<file path="src/rtl/nnss_pkg.sv">
// Shared types and constants for the nearest-neighbor sprite scaler.
`default_nettype none
package nnss_pkg;

    // Field widths fixed by the interface.
    localparam int DIM_W   = 7;
    localparam int COLOR_W = 16;
    localparam int NUM_W   = 2 * DIM_W;
    localparam int DIV_W   = NUM_W - 1;

    // Largest legal image or destination dimension, and the register reset value.
    localparam logic [DIM_W-1:0] MAX_DIM   = 7'd96;
    localparam logic [DIM_W-1:0] DIM_RESET = 7'd96;

    // Number of division cells: one quotient bit per cell.
    localparam int NUM_CELLS = DIM_W;

    // Configuration register indexes.
    localparam int CFG_ADDR_W = 2;
    localparam logic [CFG_ADDR_W-1:0] REG_DEST_SIZE  = 2'd0;
    localparam logic [CFG_ADDR_W-1:0] REG_SRC_WIDTH  = 2'd1;
    localparam logic [CFG_ADDR_W-1:0] REG_SRC_HEIGHT = 2'd2;

    // Input item.
    typedef struct packed {
        logic [COLOR_W-1:0] pixel_color;
        logic [DIM_W-1:0]   src_col;
        logic [DIM_W-1:0]   src_row;
    } in_item_t;

    // Result item.
    typedef struct packed {
        logic [COLOR_W-1:0] fill_color;
        logic [DIM_W-1:0]   dest_x;
        logic [DIM_W-1:0]   span_width;
        logic [DIM_W-1:0]   dest_y;
        logic [DIM_W-1:0]   span_height;
    } out_item_t;

    // Work in flight along the cell chain: four divisions run side by side.
    typedef struct packed {
        logic [COLOR_W-1:0] color;
        logic [NUM_W-1:0]   rem_y0;
        logic [NUM_W-1:0]   rem_y1;
        logic [NUM_W-1:0]   rem_x0;
        logic [NUM_W-1:0]   rem_x1;
        logic [DIM_W-1:0]   quo_y0;
        logic [DIM_W-1:0]   quo_y1;
        logic [DIM_W-1:0]   quo_x0;
        logic [DIM_W-1:0]   quo_x1;
        logic [DIV_W-1:0]   div_h;
        logic [DIV_W-1:0]   div_w;
    } token_t;

endpackage
`default_nettype wire

</file>
<file path="src/rtl/nnss_front.sv">
// Input stage: range checks, products and numerator setup for the divider chain.
`default_nettype none
module nnss_front (
    input  wire logic                       aclk,
    input  wire logic                       aresetn,
    input  wire logic [nnss_pkg::DIM_W-1:0] dest_size,
    input  wire logic [nnss_pkg::DIM_W-1:0] src_width,
    input  wire logic [nnss_pkg::DIM_W-1:0] src_height,
    input  wire logic                       s_valid,
    output logic                            s_ready,
    input  wire nnss_pkg::in_item_t         s_data,
    output logic                            out_valid,
    input  wire logic                       out_ready,
    output nnss_pkg::token_t                out_tok
);
    import nnss_pkg::*;

    logic               valid_reg, valid_next;
    logic [COLOR_W-1:0] color_reg;
    logic [NUM_W-1:0]   prod_row_reg;
    logic [NUM_W-1:0]   prod_col_reg;
    logic               item_ok;

    // An item is usable only with legal registers and an in-range coordinate.
    always_comb begin
        item_ok = (dest_size != '0) && (dest_size <= MAX_DIM) &&
                  (src_width != '0) && (src_width <= MAX_DIM) &&
                  (src_height != '0) && (src_height <= MAX_DIM) &&
                  (s_data.src_col < src_width) && (s_data.src_row < src_height);
    end

    assign s_ready = !valid_reg || out_ready;

    // Occupancy: rejected items are taken but never enter the chain.
    always_comb begin
        valid_next = valid_reg;
        if (s_ready) begin
            valid_next = s_valid && item_ok;
        end
    end

    always_ff @(posedge aclk) begin
        if (!aresetn) begin
            valid_reg <= 1'b0;
        end else begin
            valid_reg <= valid_next;
        end
    end

    // Products of coordinate and destination size.
    always_ff @(posedge aclk) begin
        if (s_valid && s_ready) begin
            color_reg    <= s_data.pixel_color;
            prod_row_reg <= {{DIM_W{1'b0}}, s_data.src_row} * {{DIM_W{1'b0}}, dest_size};
            prod_col_reg <= {{DIM_W{1'b0}}, s_data.src_col} * {{DIM_W{1'b0}}, dest_size};
        end
    end

    // Numerators for the four divisions; columns round up, rows round down.
    always_comb begin
        out_tok        = '0;
        out_tok.color  = color_reg;
        out_tok.rem_y0 = prod_row_reg;
        out_tok.rem_y1 = prod_row_reg + {{DIM_W{1'b0}}, dest_size};
        out_tok.rem_x0 = prod_col_reg + {{DIM_W{1'b0}}, src_width} - NUM_W'(1);
        out_tok.rem_x1 = prod_col_reg + {{DIM_W{1'b0}}, dest_size}
                         + {{DIM_W{1'b0}}, src_width} - NUM_W'(1);
        out_tok.div_h  = {src_height, {(DIV_W-DIM_W){1'b0}}};
        out_tok.div_w  = {src_width, {(DIV_W-DIM_W){1'b0}}};
    end

    assign out_valid = valid_reg;

endmodule
`default_nettype wire

</file>
<file path="src/rtl/nnss_cell.sv">
// One restoring-division cell: resolves one quotient bit of all four divisions.
`default_nettype none
module nnss_cell (
    input  wire logic             aclk,
    input  wire logic             aresetn,
    input  wire logic             in_valid,
    output logic                  in_ready,
    input  wire nnss_pkg::token_t in_tok,
    output logic                  out_valid,
    input  wire logic             out_ready,
    output nnss_pkg::token_t      out_tok
);
    import nnss_pkg::*;

    logic   valid_reg, valid_next;
    token_t tok_reg, tok_next;
    logic   ge_y0, ge_y1, ge_x0, ge_x1;

    assign in_ready = !valid_reg || out_ready;

    // Compare each remainder against its divisor at this cell's bit weight.
    always_comb begin
        ge_y0 = in_tok.rem_y0 >= {1'b0, in_tok.div_h};
        ge_y1 = in_tok.rem_y1 >= {1'b0, in_tok.div_h};
        ge_x0 = in_tok.rem_x0 >= {1'b0, in_tok.div_w};
        ge_x1 = in_tok.rem_x1 >= {1'b0, in_tok.div_w};
    end

    // Subtract where it fits, shift in the quotient bit, halve the divisors.
    always_comb begin
        tok_next        = in_tok;
        tok_next.rem_y0 = ge_y0 ? in_tok.rem_y0 - {1'b0, in_tok.div_h} : in_tok.rem_y0;
        tok_next.rem_y1 = ge_y1 ? in_tok.rem_y1 - {1'b0, in_tok.div_h} : in_tok.rem_y1;
        tok_next.rem_x0 = ge_x0 ? in_tok.rem_x0 - {1'b0, in_tok.div_w} : in_tok.rem_x0;
        tok_next.rem_x1 = ge_x1 ? in_tok.rem_x1 - {1'b0, in_tok.div_w} : in_tok.rem_x1;
        tok_next.quo_y0 = {in_tok.quo_y0[DIM_W-2:0], ge_y0};
        tok_next.quo_y1 = {in_tok.quo_y1[DIM_W-2:0], ge_y1};
        tok_next.quo_x0 = {in_tok.quo_x0[DIM_W-2:0], ge_x0};
        tok_next.quo_x1 = {in_tok.quo_x1[DIM_W-2:0], ge_x1};
        tok_next.div_h  = in_tok.div_h >> 1;
        tok_next.div_w  = in_tok.div_w >> 1;
    end

    always_comb begin
        valid_next = valid_reg;
        if (in_ready) begin
            valid_next = in_valid;
        end
    end

    always_ff @(posedge aclk) begin
        if (!aresetn) begin
            valid_reg <= 1'b0;
        end else begin
            valid_reg <= valid_next;
        end
    end

    always_ff @(posedge aclk) begin
        if (in_valid && in_ready) begin
            tok_reg <= tok_next;
        end
    end

    assign out_valid = valid_reg;
    assign out_tok   = tok_reg;

endmodule
`default_nettype wire

</file>
<file path="src/rtl/nnss_back.sv">
// Output stage: span widths, empty-span drop and the result register.
`default_nettype none
module nnss_back (
    input  wire logic              aclk,
    input  wire logic              aresetn,
    input  wire logic              in_valid,
    output logic                   in_ready,
    input  wire nnss_pkg::token_t  in_tok,
    output logic                   m_valid,
    input  wire logic              m_ready,
    output nnss_pkg::out_item_t    m_data
);
    import nnss_pkg::*;

    logic      valid_reg, valid_next;
    out_item_t data_reg, data_next;
    logic      span_ok;

    assign in_ready = !valid_reg || m_ready;

    // A pixel skipped by downscaling has an empty row or column span.
    always_comb begin
        span_ok = (in_tok.quo_y1 > in_tok.quo_y0) && (in_tok.quo_x1 > in_tok.quo_x0);
        data_next.fill_color  = in_tok.color;
        data_next.dest_x      = in_tok.quo_x0;
        data_next.span_width  = in_tok.quo_x1 - in_tok.quo_x0;
        data_next.dest_y      = in_tok.quo_y0;
        data_next.span_height = in_tok.quo_y1 - in_tok.quo_y0;
    end

    always_comb begin
        valid_next = valid_reg;
        if (in_valid && in_ready) begin
            valid_next = span_ok;
        end else if (m_ready) begin
            valid_next = 1'b0;
        end
    end

    always_ff @(posedge aclk) begin
        if (!aresetn) begin
            valid_reg <= 1'b0;
        end else begin
            valid_reg <= valid_next;
        end
    end

    always_ff @(posedge aclk) begin
        if (in_valid && in_ready) begin
            data_reg <= data_next;
        end
    end

    assign m_valid = valid_reg;
    assign m_data  = data_reg;

endmodule
`default_nettype wire

</file>
<file path="src/rtl/nearest_neighbor_sprite_scaler_core.sv">
// Top level of the nearest-neighbor sprite scaler: registers and the cell chain.
//
// Usage: each input item on s_valid/s_ready/s_data is one RGB565 source pixel
// with its column and row. For each pixel the block returns at most one item on
// m_valid/m_ready/m_data: the destination rectangle that pixel paints in a
// square destination of dest_size pixels, with the same color. Pixels with an
// out-of-range coordinate, illegal registers, or an empty span are dropped.
// Registers are to be written through cfg_wr_en/cfg_addr/cfg_wr_data only while idle;
// the block does not enforce this. Throughput is one item per cycle while m_ready
// does not stall the chain. The product register loads at the accepting edge,
// then one cell per quotient bit (7 cells) and the output register, which drives m_valid. Every
// stage holds an item and its own valid bit, so bubbles close up and input
// stays open while a result waits; a stall on m_ready backs up the chain only
// once every stage is full.
// Reset clears every valid bit and sets all three registers to 96.
`default_nettype none
module nearest_neighbor_sprite_scaler_core (
    input  wire logic                            aclk,
    input  wire logic                            aresetn,
    input  wire logic                            cfg_wr_en,
    input  wire logic [nnss_pkg::CFG_ADDR_W-1:0] cfg_addr,
    input  wire logic [nnss_pkg::DIM_W-1:0]      cfg_wr_data,
    input  wire logic                            s_valid,
    output logic                                 s_ready,
    input  wire nnss_pkg::in_item_t              s_data,
    output logic                                 m_valid,
    input  wire logic                            m_ready,
    output nnss_pkg::out_item_t                  m_data
);
    import nnss_pkg::*;

    logic [DIM_W-1:0] dest_size_reg, dest_size_next;
    logic [DIM_W-1:0] src_width_reg, src_width_next;
    logic [DIM_W-1:0] src_height_reg, src_height_next;

    logic   chain_valid [NUM_CELLS+1];
    logic   chain_ready [NUM_CELLS+1];
    token_t chain_tok   [NUM_CELLS+1];

    // Register writes; unknown indexes are ignored.
    always_comb begin
        dest_size_next  = dest_size_reg;
        src_width_next  = src_width_reg;
        src_height_next = src_height_reg;
        if (cfg_wr_en) begin
            case (cfg_addr)
                REG_DEST_SIZE:  dest_size_next  = cfg_wr_data;
                REG_SRC_WIDTH:  src_width_next  = cfg_wr_data;
                REG_SRC_HEIGHT: src_height_next = cfg_wr_data;
                default: ;
            endcase
        end
    end

    always_ff @(posedge aclk) begin
        if (!aresetn) begin
            dest_size_reg  <= DIM_RESET;
            src_width_reg  <= DIM_RESET;
            src_height_reg <= DIM_RESET;
        end else begin
            dest_size_reg  <= dest_size_next;
            src_width_reg  <= src_width_next;
            src_height_reg <= src_height_next;
        end
    end

    // Products and numerators.
    nnss_front u_front (
        .aclk       (aclk),
        .aresetn    (aresetn),
        .dest_size  (dest_size_reg),
        .src_width  (src_width_reg),
        .src_height (src_height_reg),
        .s_valid    (s_valid),
        .s_ready    (s_ready),
        .s_data     (s_data),
        .out_valid  (chain_valid[0]),
        .out_ready  (chain_ready[0]),
        .out_tok    (chain_tok[0])
    );

    // Division chain, most significant quotient bit first.
    for (genvar i = 0; i < NUM_CELLS; i++) begin : g_cell
        nnss_cell u_cell (
            .aclk      (aclk),
            .aresetn   (aresetn),
            .in_valid  (chain_valid[i]),
            .in_ready  (chain_ready[i]),
            .in_tok    (chain_tok[i]),
            .out_valid (chain_valid[i+1]),
            .out_ready (chain_ready[i+1]),
            .out_tok   (chain_tok[i+1])
        );
    end

    // Spans and result register.
    nnss_back u_back (
        .aclk     (aclk),
        .aresetn  (aresetn),
        .in_valid (chain_valid[NUM_CELLS]),
        .in_ready (chain_ready[NUM_CELLS]),
        .in_tok   (chain_tok[NUM_CELLS]),
        .m_valid  (m_valid),
        .m_ready  (m_ready),
        .m_data   (m_data)
    );

endmodule
`default_nettype wire

</file>
<file path="config.mk">
export PLATFORM = sky130hd
export DESIGN_NAME = nearest_neighbor_sprite_scaler_core
export DESIGN_NICKNAME = d
export VERILOG_FILES = /design/src/rtl/nnss_pkg.sv /design/src/rtl/nnss_front.sv /design/src/rtl/nnss_cell.sv /design/src/rtl/nnss_back.sv /design/src/rtl/nearest_neighbor_sprite_scaler_core.sv
export SDC_FILE = /design/constraint.sdc
export NUM_CORES = 1
export LEC_CHECK = 0
export ABC_AREA = 1
export BUFFER_PORTS_ARGS = -buffer_cell sky130_fd_sc_hd__buf_2
export CAP_MARGIN = 20
export CORE_UTILIZATION = 60
export DETAILED_ROUTE_END_ITERATION = 7
export PLACE_DENSITY = 0.73
export SLEW_MARGIN = 15
export SYNTH_ARGS = -nofsm -noshare
export SYNTH_HDL_FRONTEND = slang
export SYNTH_SLANG_ARGS = --single-unit
</file>
<file path="constraint.sdc">
create_clock -name aclk -period 17.2 [get_ports aclk]
set_clock_uncertainty 0.2 [all_clocks]
set_input_delay 2.58 -clock aclk [delete_from_list [all_inputs] [get_ports aclk]]
set_output_delay 2.58 -clock aclk [all_outputs]
set_load 0.005 [all_outputs]
</file>
==> results by group <==
Detailed routing
  – Detailed Route Iter0 Violations: 1554
  – Routed Antenna Nets: 0
  – DR pass1 iterations: 5
  – Total number of vias: 27.9k
  – Vias/cell: 5.24
  – DRC: 0
  – WL final: 78000 um
  – Wirelength per Cell: 14.7 um

Worst setup path
  – Worst-path cell chain: buf_2, nor2_4, nand3_1, nor2_1, nand2_1, inv_1, nand3_2, nor2_2, nand2_1, buf_2
  – Critical Path Start Type: input port
  – Critical path peak fanout: 4
  – Critical path's slowest cell: nor2_1
  – Reg2Reg Depth: 21
  – WP data required: 14420 ps
  – Critical Path End Type: output port
  – Arrival @ worst endpoint: 4440 ps
  – CP peak stage delay: 320 ps
  – Kind of critical path: in -> out

Yosys
  – Post-synth EDFFs: 732
  – Yosys Warn Count: 0
  – Post-synth cell types: 57
  – Top-count cell post-synth: nand2_1
  – Seq/Total Area, Yosys: 52.7%
  – Synth top area cells: edfxtp_1, ha_1, nand2_1
  – Syn avg cell area: 10.3 um2
  – Synth Register Bits: 762
  – Mapped cell area: 42900 um2
  – Dominant synthesized flop cell: edfxtp_1
  – Commonest cells post-synth: nand2_1, edfxtp_1, inv_1
  – Synth area leader: edfxtp_1
  – Synth top area share: 51.3%
  – Gate count of the mapped netlist: 4183
  – Post-synth ARST share: 0%
  – Syn Nets: 4647

Place
  – Area after DPL: 44400 um2
  – HPWL Detailed: 60300 um
  – Routability cong.: 0.938
  – Cells after DPL: 5180
  – IO buf count: 89

Power and ir drop
  – Switch Pwr: 1.55 mW
  – Switching Share: 30.5%
  – Maximum vdd ir drop: 86.3 uV
  – Gate power share: 25.2%
  – Part of the power in registers: 42.8%
  – Leak pwr: 20.3 nW
  – Clock network power share: 32.0%
  – Tot Pwr: 5.09 mW
  – Pint: 3.54 mW
  – Cell area power density: 109 nW/um2

Run
  – Max-cap violations: 0

Worst hold path
  – Worst hold path class: reg -> reg
  – Hold depth: 0

Timing
  – Final Cycle Share: 42.0%
  – Relative slew slack: 30.7%
  – Sum Neg Setup Slack: 0 ps
  – Hold Vio Cnt, Final: 0
  – Unrepaired setup endpoints after global routing: false
  – FMAX: 139 MHz
  – Final Critical Period: 7220 ps
  – Fin Hold WS: 191 ps
  – Least-Margin Pin Slew: 1040 ps
  – Fin. max-slew vios: 0
  – # setup viols final: 0

Die
  – Initial Utilization: 60.9%
  – Die Wd: 269 um
  – Die area: 72500 um2
  – Io pins: 90
  – # rows: 97
  – CORE AREA: 70400 um2
  – Die Height: 269 um

Final layout
  – Area growth syn-to-layout: 9.43%
  – Final #Nets: 4786
  – Number of flip-flops in the largest register: 644
  – Inserted Diodes: 0
  – Fillers: 5428
  – Post-route insts no fill: 5326
  – Register area: 22600 um2
  – Share of cells above drive strength 1: 8.39%
  – Final instance area: 46900 um2
  – Multi-input logic area: 17300 um2

CTS
  – Clk sinks: 762
  – Clock slew at reported path FFs: 60 ps
  – CTS Buf Count: 78
  – Hold-fix buffers at CTS: 0
  – Post-CTS setup buffer count: 0
  – Root Driver: clkbuf_16
  – Clock latency at the later pin of the worst-skew pair: 640 ps
  – Clock buffer depth: 3
  – Post-CTS sizing: 0
  – CTS tree: yes
  – H-tree lvl count: 3

GRT
  – Largest net degree at the start of global routing: 95
  – Initial antenna violation count: 5
  – GRT Total Usage: 22.0%
  – Vias in the first global route: 27.1k
  – First-pass GRT wire length: 130000 um
  – Total grt overflow: 0

Outcome
  – Status: completed
[critical path, delay by kind of cell]
| family | cells | cell delay [ps] |
|---|---|---|
| and+or+nand+nor | 7 | 1350 |
| buffers and inverters | 3 | 490 |
[routing by layer]
metal / routed length, um / vias up / GRT usage, %
met5: 35 / - / 0
met3: 2820 / 152 / 3.06
met4: 2540 / 6 / 7.92
met2: 38000 / 474 / 38.2
li1: - / 14400 / -
met1: 34600 / 12900 / 28.1
[power by group through the flow]
stage          clock network [mW]  registers, mW  logic (mW)
5_1_grt                      1.73           2.18        1.48
2_1_floorplan                   0           2.20        1.02
4_1_cts                      1.67           2.18        1.28
6_report                     1.63           2.18        1.28
3_5_place_dp                    0           2.22        1.27
3_3_place_gp                    0           2.21        1.25
[final timing paths]
check        slack (ps)                                   start                                      to
max                9980                                 m_ready                                 s_ready
min                 190  g_cell[2].u_cell.out_tok[41]$_DFFE_PP_  g_cell[3].u_cell.out_tok[42]$_DFFE_PP_
max reg2reg       11910           dest_size_reg[1]$_SDFFE_PN0P_  g_cell[0].u_cell.out_tok[65]$_DFFE_PP_
min reg2reg         190  g_cell[2].u_cell.out_tok[41]$_DFFE_PP_  g_cell[3].u_cell.out_tok[42]$_DFFE_PP_
[cells in the final DEF (no fill, tap or decap), types with 15 or more instances in the layout]
| cell | netlist | routed |
|---|---|---|
| o21ai_0 | 205 | 205 |
| nor4_1 | 24 | 24 |
| xnor2_1 | 73 | 73 |
| nand2_1 | 812 | 812 |
| clkbuf_16 | 0 | 78 |
| or2_2 | 33 | 33 |
| a211oi_1 | 16 | 16 |
| dfxtp_1 | 30 | 30 |
| edfxtp_1 | 732 | 732 |
| nor3_1 | 40 | 40 |
| clkinv_2 | 0 | 19 |
| xor2_1 | 115 | 115 |
| a21oi_2 | 15 | 15 |
| buf_2 | 7 | 89 |
| inv_1 | 715 | 711 |
| nand4_1 | 61 | 61 |
| o21ai_1 | 37 | 37 |
| fa_1 | 87 | 87 |
| o21ai_2 | 24 | 24 |
| nor2_1 | 214 | 210 |
| a21oi_1 | 227 | 226 |
| ha_1 | 333 | 333 |
| nand3_1 | 184 | 184 |
[cell families after synthesis]
logic type                 count (synthesis)  synth area share [%]
and+or+nand+nor                         1436                  14.6
buffers and inverters                    773                  7.02
DFF                                      762                  52.7
AOI/OAI and AO/OA                        604                  8.06
adders and majority gates                420                  13.8
xor gates and xnor gates                 188                  3.84
[metrics by stage]
| step | setup WS [ps] | utilization [%] |
|---|---|---|
| finish | 9980 | 66.7 |
| global route | 9790 | 66.7 |
| CTS | 9990 | 66.6 |
| detailed placement | 10020 | 63.0 |
| global placement | 10090 | 63.0 |
| floorplan | 9230 | - |
[area by class of cell]
class                      count  area share (%)
clock buffer                  96            4.39
timing repair buffer         100            1.19
inverter                     732            5.88
clock inverter                48           0.973
multi-input combinational   2648            36.9
sequential                   762            48.1
tap                          940            2.51
Power figures use the tool's default switching activity.
